[config.mk]
export PLATFORM = sky130hd
export DESIGN_NAME = stable_sorted_priority_queue
export DESIGN_NICKNAME = d
export VERILOG_FILES = /design/src/rtl/core/sspq_pkg.sv /design/src/rtl/core/sspq_cell.sv /design/src/rtl/core/stable_sorted_priority_queue.sv
export SDC_FILE = /design/constraint.sdc
export NUM_CORES = 2
export LEC_CHECK = 0
export ABC_CLOCK_PERIOD_IN_PS = 13940
export CAP_MARGIN = 20
export CORE_MARGIN = 2
export CORE_UTILIZATION = 30
export DETAILED_ROUTE_END_ITERATION = 12
export DONT_BUFFER_PORTS = 1
export GPL_ROUTABILITY_DRIVEN = 0
export HOLD_SLACK_MARGIN = 0.1
export PLACE_DENSITY = 0.44
export SLEW_MARGIN = 10
export SYNTH_ARGS = -nofsm -noshare
export SYNTH_HDL_FRONTEND = slang
export SYNTH_SLANG_ARGS = --single-unit
[constraint.sdc]
create_clock -name clk_i -period 13.94 [get_ports clk_i]
set_input_delay 1.394 -clock clk_i [delete_from_list [all_inputs] [get_ports clk_i]]
set_output_delay 1.394 -clock clk_i [all_outputs]
set_load 0.02 [all_outputs]
[src/rtl/core/sspq_pkg.sv]
// ----------------------------------------------------------------------------
// sspq_pkg
// Shared types and codes for the stable sorted priority queue.
// ----------------------------------------------------------------------------
package sspq_pkg;

  localparam int ValueW  = 32;
  localparam int PrioW   = 16;
  localparam int StatusW = 2;
  localparam int OccW    = 5;

  // Operation codes
  localparam logic OP_INSERT = 1'b0;
  localparam logic OP_REMOVE = 1'b1;

  // Result status codes
  localparam logic [StatusW-1:0] ST_INSERTED  = 2'd0;
  localparam logic [StatusW-1:0] ST_REMOVED   = 2'd1;
  localparam logic [StatusW-1:0] ST_UNDERFLOW = 2'd2;
  localparam logic [StatusW-1:0] ST_OVERFLOW  = 2'd3;

  typedef logic signed [ValueW-1:0] value_t;
  typedef logic        [PrioW-1:0]  prio_t;

  // Per-cell control from the queue controller
  typedef struct packed {
    logic ins_en;    // an insert beat is applied this cycle
    logic rem_en;    // a remove beat is applied this cycle
    logic occupied;  // this slot holds an entry
    logic at_tail;   // this slot is the first free one
  } cell_ctl_t;

endpackage

[src/rtl/core/sspq_cell.sv]
// ----------------------------------------------------------------------------
// sspq_cell
// One slot of the sorted queue: holds an entry and shifts with its neighbors.
// ----------------------------------------------------------------------------
module sspq_cell (
  input  logic               clk_i,
  input  sspq_pkg::cell_ctl_t ctl_i,
  input  sspq_pkg::value_t   new_value_i,
  input  sspq_pkg::prio_t    new_prio_i,
  input  sspq_pkg::value_t   left_value_i,
  input  sspq_pkg::prio_t    left_prio_i,
  input  logic               left_ins_here_i,
  input  sspq_pkg::value_t   right_value_i,
  input  sspq_pkg::prio_t    right_prio_i,
  output sspq_pkg::value_t   value_o,
  output sspq_pkg::prio_t    prio_o,
  output logic               ins_here_o
);
  import sspq_pkg::*;

  value_t value_q, value_d;
  prio_t  prio_q, prio_d;

  // Flag a slot at or behind the insert point: held entry ranks strictly after
  // the new one, or this is the first free slot
  assign ins_here_o = (ctl_i.occupied && (new_prio_i < prio_q)) || ctl_i.at_tail;

  // Select shift-right, load, shift-left or hold
  always_comb begin
    value_d = value_q;
    prio_d  = prio_q;
    if (ctl_i.ins_en) begin
      if (left_ins_here_i) begin
        value_d = left_value_i;
        prio_d  = left_prio_i;
      end else if (ins_here_o) begin
        value_d = new_value_i;
        prio_d  = new_prio_i;
      end
    end else if (ctl_i.rem_en) begin
      value_d = right_value_i;
      prio_d  = right_prio_i;
    end
  end

  always_ff @(posedge clk_i) begin
    value_q <= value_d;
    prio_q  <= prio_d;
  end

  assign value_o = value_q;
  assign prio_o  = prio_q;

endmodule

[src/rtl/core/stable_sorted_priority_queue.sv]
// ----------------------------------------------------------------------------
// stable_sorted_priority_queue
// Bounded priority queue held as a sorted chain of slot cells.
// ----------------------------------------------------------------------------
// Usage:
//   Input channel (in_valid_i / in_stall_o) carries one operation per beat:
//   opcode_i selects insert or remove; item_value_i and item_priority_i are
//   the entry for an insert. Lowest priority number leaves first, equal
//   priorities leave in arrival order.
//   Output channel (out_valid_o / out_stall_i) returns exactly one result per
//   operation: status, the removed head entry (zero unless removed) and the
//   occupancy after the operation.
//   The result is registered. Throughput is one operation per cycle while
//   the receiver does not stall: every cell compares its priority with the
//   incoming one in parallel and shifts with its neighbor in the same cycle.
//   While the receiver stalls, the held result stays put and in_stall_o is
//   raised, so at most one result is buffered.
//   Reset empties the queue at once; slot contents are not cleared and are
//   never observed before being written.
// ----------------------------------------------------------------------------
module stable_sorted_priority_queue #(
  parameter int QUEUE_DEPTH = 16
) (
  input  logic                                  clk_i,
  input  logic                                  rst_ni,
  input  logic                                  in_valid_i,
  output logic                                  in_stall_o,
  input  logic                                  opcode_i,
  input  logic signed [sspq_pkg::ValueW-1:0]    item_value_i,
  input  logic        [sspq_pkg::PrioW-1:0]     item_priority_i,
  output logic                                  out_valid_o,
  input  logic                                  out_stall_i,
  output logic        [sspq_pkg::StatusW-1:0]   status_o,
  output logic signed [sspq_pkg::ValueW-1:0]    removed_value_o,
  output logic        [sspq_pkg::PrioW-1:0]     removed_priority_o,
  output logic        [sspq_pkg::OccW-1:0]      occupancy_o
);
  import sspq_pkg::*;

  localparam int CntW = $clog2(QUEUE_DEPTH + 1);

  logic [CntW-1:0] count_q, count_d;
  logic            out_valid_q;
  logic [StatusW-1:0] status_q, status_d;
  value_t          rval_q, rval_d;
  prio_t           rprio_q, rprio_d;
  logic [OccW-1:0] occ_q;
  logic [CntW+OccW-1:0] count_ext;

  logic accept, full, empty, ins_en, rem_en;

  value_t cell_value [QUEUE_DEPTH];
  prio_t  cell_prio  [QUEUE_DEPTH];
  logic   cell_ins_here [QUEUE_DEPTH];

  // Accept when the result register is free or being drained
  assign in_stall_o = out_valid_q && out_stall_i;
  assign accept     = in_valid_i && !in_stall_o;
  assign full       = (count_q == CntW'(QUEUE_DEPTH));
  assign empty      = (count_q == '0);
  assign ins_en     = accept && (opcode_i == OP_INSERT) && !full;
  assign rem_en     = accept && (opcode_i == OP_REMOVE) && !empty;

  // Build the slot chain
  for (genvar i = 0; i < QUEUE_DEPTH; i++) begin : g_cell
    cell_ctl_t ctl;
    value_t    left_value, right_value;
    prio_t     left_prio, right_prio;
    logic      left_ins_here;

    assign ctl.ins_en   = ins_en;
    assign ctl.rem_en   = rem_en;
    assign ctl.occupied = (count_q > CntW'(i));
    assign ctl.at_tail  = (count_q == CntW'(i));

    if (i == 0) begin : g_head
      assign left_value    = cell_value[i];
      assign left_prio     = cell_prio[i];
      assign left_ins_here = 1'b0;
    end else begin : g_body
      assign left_value    = cell_value[i-1];
      assign left_prio     = cell_prio[i-1];
      assign left_ins_here = cell_ins_here[i-1];
    end

    if (i == QUEUE_DEPTH - 1) begin : g_last
      assign right_value = cell_value[i];
      assign right_prio  = cell_prio[i];
    end else begin : g_inner
      assign right_value = cell_value[i+1];
      assign right_prio  = cell_prio[i+1];
    end

    sspq_cell u_cell (
      .clk_i           (clk_i),
      .ctl_i           (ctl),
      .new_value_i     (item_value_i),
      .new_prio_i      (item_priority_i),
      .left_value_i    (left_value),
      .left_prio_i     (left_prio),
      .left_ins_here_i (left_ins_here),
      .right_value_i   (right_value),
      .right_prio_i    (right_prio),
      .value_o         (cell_value[i]),
      .prio_o          (cell_prio[i]),
      .ins_here_o      (cell_ins_here[i])
    );
  end

  // Form the result and the next count
  always_comb begin
    count_d  = count_q;
    status_d = ST_INSERTED;
    rval_d   = '0;
    rprio_d  = '0;
    if (opcode_i == OP_INSERT) begin
      if (full) begin
        status_d = ST_OVERFLOW;
      end else begin
        status_d = ST_INSERTED;
        count_d  = count_q + CntW'(1);
      end
    end else begin
      if (empty) begin
        status_d = ST_UNDERFLOW;
      end else begin
        status_d = ST_REMOVED;
        rval_d   = cell_value[0];
        rprio_d  = cell_prio[0];
        count_d  = count_q - CntW'(1);
      end
    end
  end

  assign count_ext = {{OccW{1'b0}}, count_d};

  // Track the entry count and the output valid
  always_ff @(posedge clk_i or negedge rst_ni) begin
    if (!rst_ni) begin
      count_q     <= '0;
      out_valid_q <= 1'b0;
    end else begin
      if (accept) begin
        count_q     <= count_d;
        out_valid_q <= 1'b1;
      end else if (!out_stall_i) begin
        out_valid_q <= 1'b0;
      end
    end
  end

  // Capture the result beat
  always_ff @(posedge clk_i) begin
    if (accept) begin
      status_q <= status_d;
      rval_q   <= rval_d;
      rprio_q  <= rprio_d;
      occ_q    <= count_ext[OccW-1:0];
    end
  end

  assign out_valid_o        = out_valid_q;
  assign status_o           = status_q;
  assign removed_value_o    = rval_q;
  assign removed_priority_o = rprio_q;
  assign occupancy_o        = occ_q;

endmodule

# Word level (Yosys, flattened, before mapping)
# Index checks and enable logic that the tools add are counted.
[word_totals] ff_bits=829 inputBits=53 out_inout_bits=57 word_cells=296
[classes] add_sub_neg=2 magnitude_cmp=32 eq_ne=32 mux=130 bitwise=1 reduce_logical=61
[ops] cell="32-bit 2-to-1 mux" n=61
[ops] cell="16-bit 2-to-1 mux" n=61
[ops] cell="16-bit < comparator" n=16
[ops] cell="3-bit by 1-bit != test with 1-bit output, second input constant" n=14
[ops] cell="5-bit by 4-bit == test with 1-bit output, second input constant" n=8
[ops] cell="5-bit by 4-bit greater-than comparator with 1-bit output, second input constant" n=8
[ops] cell="2-bit AND reduction" n=16
[ops] cell="1-bit logical AND" n=22
[ops] cell="5-bit by 3-bit == test with 1-bit output, second input constant" n=4
[ops] cell="5-bit by 3-bit greater-than comparator with 1-bit output, second input constant" n=4
[ops] cell="1-bit logical OR" n=16
[ops] cell="5-bit 2-to-1 mux" n=3
[ops] cell="5-bit by 2-bit == test with 1-bit output, second input constant" n=2
[ops] cell="5-bit by 1-bit greater-than comparator with 1-bit output, second input constant" n=2
[ops] cell="5-bit by 2-bit greater-than comparator with 1-bit output, second input constant" n=2
[ops] cell="2-bit 2-to-1 mux" n=3
[ops] cell="5-bit by 1-bit adder with 5-bit output, second input constant" n=1
[ops] cell="5-bit by 1-bit == test with 1-bit output, second input constant" n=1
[ops] cell="5-bit == test, second input constant" n=1
[ops] cell="5-bit logical NOT" n=1
[ops] cell="5-bit by 1-bit subtractor with 5-bit output, second input constant" n=1
[ops] cell="2-bit by 1-bit != test with 1-bit output, second input constant" n=2
[ops] cell="2-bit nonzero test" n=2
[ops] cell="1-bit logical NOT" n=3
[ops] cell="other kinds (3)" n=4

# Logic depth before layout (Yosys ltp)
[depth] ltp_word=7 depth_mapped=11 ltp_nobuf=9

# Hierarchy
# Synthesis repeated with hierarchy kept, for this count alone.
[hier_totals] hier_cells=4482 area_unflattened_um2=47944.7
[by_module_without_submodules] mod="sspq_cell (g_cell[0].u_cell ...)" instances=11 cells_each=266 area_per_inst_um2=2816.5 seq_area_each_um2=1441.4
[by_module_without_submodules] mod="sspq_cell (g_cell[6].u_cell ...)" instances=4 cells_each=265 area_per_inst_um2=2826.5 seq_area_each_um2=1441.4
[by_module_without_submodules] mod="stable_sorted_priority_queue" instances=1 cells_each=231 area_per_inst_um2=2832.7 seq_area_each_um2=1801.7
[by_module_without_submodules] mod="sspq_cell (g_cell[5].u_cell)" instances=1 cells_each=265 area_per_inst_um2=2825.2 seq_area_each_um2=1441.4

# Worst setup path after synthesis
# Ideal clock, no wire load.
[synth_timing] path_kind="in2reg" start="input port item_priority_i[15] in the netlist's numbering" end="register g_cell[8].u_cell.prio_q[0], enable pin" setup_time_ps=483 t_arrival_ps=5525 required_ps=13457 setup_slack_ps=7932 stages=8 path_buffers=2 cell_sequence="ha_1 a211o_1 a2111oi_2 o211ai_1 o311a_1 buf_2 buf_6 a31oi_1"
[synth_via] elab_chain_len=5 elab_cells_between_ends=8 classes_between="2 x order compare; 1 x eq/ne; 5 x reduce/logical"
[synth_lines] item="start, declared" line="stable_sorted_priority_queue.sv:30" text="input logic [sspq_pkg::PrioW-1:0] item_priority_i,"
[synth_lines] item="16-bit < comparator" line="sspq_cell.sv:26" text="assign ins_here_o = (ctl_i.occupied && (new_prio_i < prio_q)) || ctl_i.at_tail;"
[synth_lines] item="1-bit logical AND" line="sspq_cell.sv:26"
[synth_lines] item="1-bit logical OR" line="sspq_cell.sv:26"
[synth_lines] item="3-bit by 1-bit != test with 1-bit output (no source line) (*)"
[synth_lines] item="2-bit AND reduction (no source line) (*)"
[synth_lines] item="end signal, assigned" line="sspq_cell.sv:48" text="prio_q <= prio_d;"
[synth_lines] item="end, declared" line="sspq_cell.sv:22" text="prio_t prio_q, prio_d;"
# Mark *: on every way between the ends. The rest lies on a longest branch, timed or not.
# A chain may end at the register's enable or synchronous reset.

# Final worst setup path
[layout_timing] start="register count_q[1]" end="register g_cell[1].u_cell.value_q[28], data pin"
[layout_via] elab_chain_len=5 elab_cells_between_ends=9 classes_between="1 x order compare; 1 x eq/ne; 2 x mux; 5 x reduce/logical"
[layout_lines] item="start, declared" line="stable_sorted_priority_queue.sv:42" text="logic [CntW-1:0] count_q, count_d;"
[layout_lines] item="start signal, assigned" line="stable_sorted_priority_queue.sv:144" text="count_q <= count_d;"
[layout_lines] item="5-bit by 1-bit greater-than comparator with 1-bit output" line="stable_sorted_priority_queue.sv:73" text="assign ctl.occupied = (count_q > CntW'(i));"
[layout_lines] item="1-bit logical AND" line="sspq_cell.sv:26"
[layout_lines] item="1-bit logical OR" line="sspq_cell.sv:26"
[layout_lines] item="32-bit 2-to-1 mux" line="sspq_cell.sv:33" text="if (left_ins_here_i) begin"
[layout_lines] item="32-bit 2-to-1 mux (*)" line="sspq_cell.sv:32" text="if (ctl_i.ins_en) begin"
[layout_lines] item="net g_cell[1].u_cell.value_d[28]" line="sspq_cell.sv:21" text="value_t value_q, value_d;"
[layout_lines] item="end signal, assigned" line="sspq_cell.sv:47" text="value_q <= value_d;"
[layout_lines] item="end, declared" line="sspq_cell.sv:21"
# The timed path passes the listed nets; every way through them passes the cells marked *.

==> impl_metrics.yaml <==
power:
  power_mw: 9.30
  ir_drop_mv: 0.126
  p_per_area_nw_per_um2: 182
  power.leakage_nw: 19.9
detailed_routing:
  via_per_inst: 5.37
  drtIter0Drc: 2815
  wl_per_cell_um: 24.4
  drt-total-wl_um: 152000
  vias: 33500
  ant_nets: 0
  dr.pass1.iters: 6
  drc: 0
finish:
  final_cell_mix: "edfxtp_1, nand2_1, mux2i_1"
  syn_to_final_growth_pct: 11.4
  nFillCells: 15500
  seq_area_um2: 24900
  multi_input_area_um2: 19000
  finalNonFillerCells: 6240
  fin_nets: 4422
  final_util: 0.337
  final_common_cell: "edfxtp_1"
  final_area_um2: 51200
  drive_gt1_frac: 0.0722
timing:
  setup_viol: 0
  skew_ns: 0.0620
  rsz0062_at_grt: "no"
  tightest_slew_ns: 1.07
  finalCritPeriodShare: 0.389
  hold_viol: 0
  final-max-slew-violation-count: 0
  fin_setup_tns_ns: 0
  period_needed_ns: 5.42
  fmax_ghz: 0.184
  slew_headroom: 0.286
clocking:
  cts_setup_buffers: 0
  path_clk_slew_ns: 0.06
  post_cts_resized: 0
  clockBufferDepth: 3
  cts_tree: "built"
  cts_buffers: 99
  clockRootBuffer: "clkbuf_16"
  cts_sinks: 829
  hold_buffers: 0
  clk_latency_ns: 0.76
  htree_num_levels: 3
logic_synthesis:
  synth_top_family_by_area: "compound AO/OA/AOI/OAI gates"
  async_flop_share: 0.00724
  avgSynthCellArea_um2: 10.7
  synth.distinct_cells: 72
  synth.cell_area_um2: 46000
  synth_xor_area_frac: 0.000381
  synthAdderAreaFrac: 0.0667
  yosys_warnings: 0
  synth_edf_count: 823
  yosys.area_share.simple: 0.120
  synth_cells: 4292
  ys.flop_type: "edfxtp_1"
  synth_compound_area_frac: 0.134
  muxShareOfSynthArea: 0.0856
  ys_seq_area_frac: 0.541
  synth-seq-cells: 829
  synth_nets: 4590
floorplan:
  rows: 143
  io_pins: 110
  start_util: 0.302
  die_w_um: 395
  fp.dieH_um: 395
  core-area_um2: 152000
  dieArea_um2: 156000
worst_setup_path:
  critical_path_arrival_ns: 5.98
  critPathLaunchType: "flip-flop"
  end_kind: "flip-flop"
  worst_ep_required_time_ns: 14.50
  critPathKind: "reg -> reg"
  rrSetupSlack_ns: 8.52
  r2r-end: "g_cell[1].u_cell.value_o[28]"
  rr_worst_depth: 10
  worstPathMaxFanout: 64
  reg2reg_from: "count_q[1]"
placement:
  io_buffers: 0
  dp.cells: 6052
  dp_hpwl_um: 93900
  dpl-instance-area_um2: 48000
global_route:
  grt_first_pass_wirelength_um: 226000
  antenna_found_initial: 0
  overflow: 0
  grt_pass1_vias: 33600
  grtUsageTotal: 0.191
  grt_max_degree: 195
run:
  drv_cap: 0
outcome:
  outcome: "complete, no violations"
hold_path:
  hold_path.class: "in -> async"
how the worst max path moves through the flow:
stage                             start                            to  slack (ns)
floorplan           item_priority_i[15]    g_cell[8].u_cell.prio_o[0]        7.93
global placement     item_priority_i[1]  g_cell[11].u_cell.value_o[3]        8.37
detailed placement   item_priority_i[2]  g_cell[0].u_cell.value_o[25]        8.35
CTS                          count_q[1]  g_cell[1].u_cell.value_o[28]        8.46
global route                 count_q[1]  g_cell[1].u_cell.value_o[28]        8.21
finish                       count_q[1]  g_cell[1].u_cell.value_o[28]        8.52
area by class of cell:
cell class	instances	area share
sequential	829	0.485
clock buffer	127	0.0510
multi-input combinational	2878	0.372
tap	2030	0.0496
antenna	2	0.0000977
inverter	249	0.0183
clock inverter	58	0.0121
timing repair buffer	67	0.0116
cells by family after synthesis:
group,Yosys count
flip-flops,829
multiplexers,387
XOR/XNOR,2
AND/OR/NAND/NOR,1278
buffers and inverters,585
adder cells (fa/ha/maj),245
AO/OA/AOI/OAI,966
where the power goes:
part | switching (mW) | internal [mW]
registers | 0.239 | 3.29
clock network | 1.15 | 1.50
logic | 2.15 | 0.980
routing by layer:
layer / share of wire / track usage / up-vias
met5: 0 / 0 / -
met4: 0.025 / 0.0510 / 0
met3: 0.048 / 0.0281 / 178
met2: 0.45 / 0.301 / 786
met1: 0.48 / 0.273 / 17000
li1: - / - / 15600
per-stage QoR:
| stage | setup WS (ns) | hold WS [ns] |
|---|---|---|
| after floorplan | 7.93 | 0.514 |
| after global placement | 8.37 | 0.519 |
| after detailed placement | 8.35 | 0.529 |
| after CTS | 8.46 | 0.291 |
| after global routing | 8.21 | 0.320 |
| final | 8.52 | 0.359 |
cell usage after synthesis, types with 7 or more instances:
| library cell | number | area share |
|---|---|---|
| o211ai_1 | 203 | 0.033 |
| nand4_1 | 25 | 0.0034 |
| mux2_2 | 51 | 0.012 |
| o21ai_0 | 92 | 0.010 |
| nand2b_1 | 18 | 0.0024 |
| buf_6 | 7 | 0.0017 |
| buf_4 | 14 | 0.0023 |
| inv_1 | 247 | 0.020 |
| buf_1 | 40 | 0.0033 |
| a211oi_1 | 21 | 0.0034 |
| a21o_1 | 30 | 0.0049 |
| a31oi_1 | 9 | 0.0012 |
| clkbuf_1 | 182 | 0.015 |
| mux2i_1 | 336 | 0.073 |
| edfxtp_1 | 823 | 0.54 |
| nand2_1 | 600 | 0.049 |
| a21oi_1 | 286 | 0.031 |
| and2_1 | 38 | 0.0052 |
| nor3_1 | 7 | 0.00076 |
| o221ai_1 | 106 | 0.020 |
| nor2_1 | 233 | 0.019 |
| nand3_1 | 321 | 0.035 |
| buf_2 | 93 | 0.010 |
| o21ai_1 | 157 | 0.017 |
| nor2b_1 | 11 | 0.0015 |
| ha_1 | 245 | 0.067 |
critical path, cell delays in order (launching register included):
cell and delay (ns):
dfrtp_1 0.68, inv_1 0.23, ha_1 0.31, nand3_1 0.13, nand2b_1 0.36, nor2_4 0.85, buf_4 0.71, buf_4 0.67
buf_4 0.63, nand2_1 0.35, o211ai_1 0.26
state kept, by name (all words and copies together) (netlist names):
name and count:
count_q 5, removed_value_o 32, status_o 2, occupancy_o 5, g_cell.u_cell.prio_o 256, removed_priority_o 16, g_cell.u_cell.value_o 512, out_valid_o 1
Note: power is estimated with default switching activity, not from simulation.
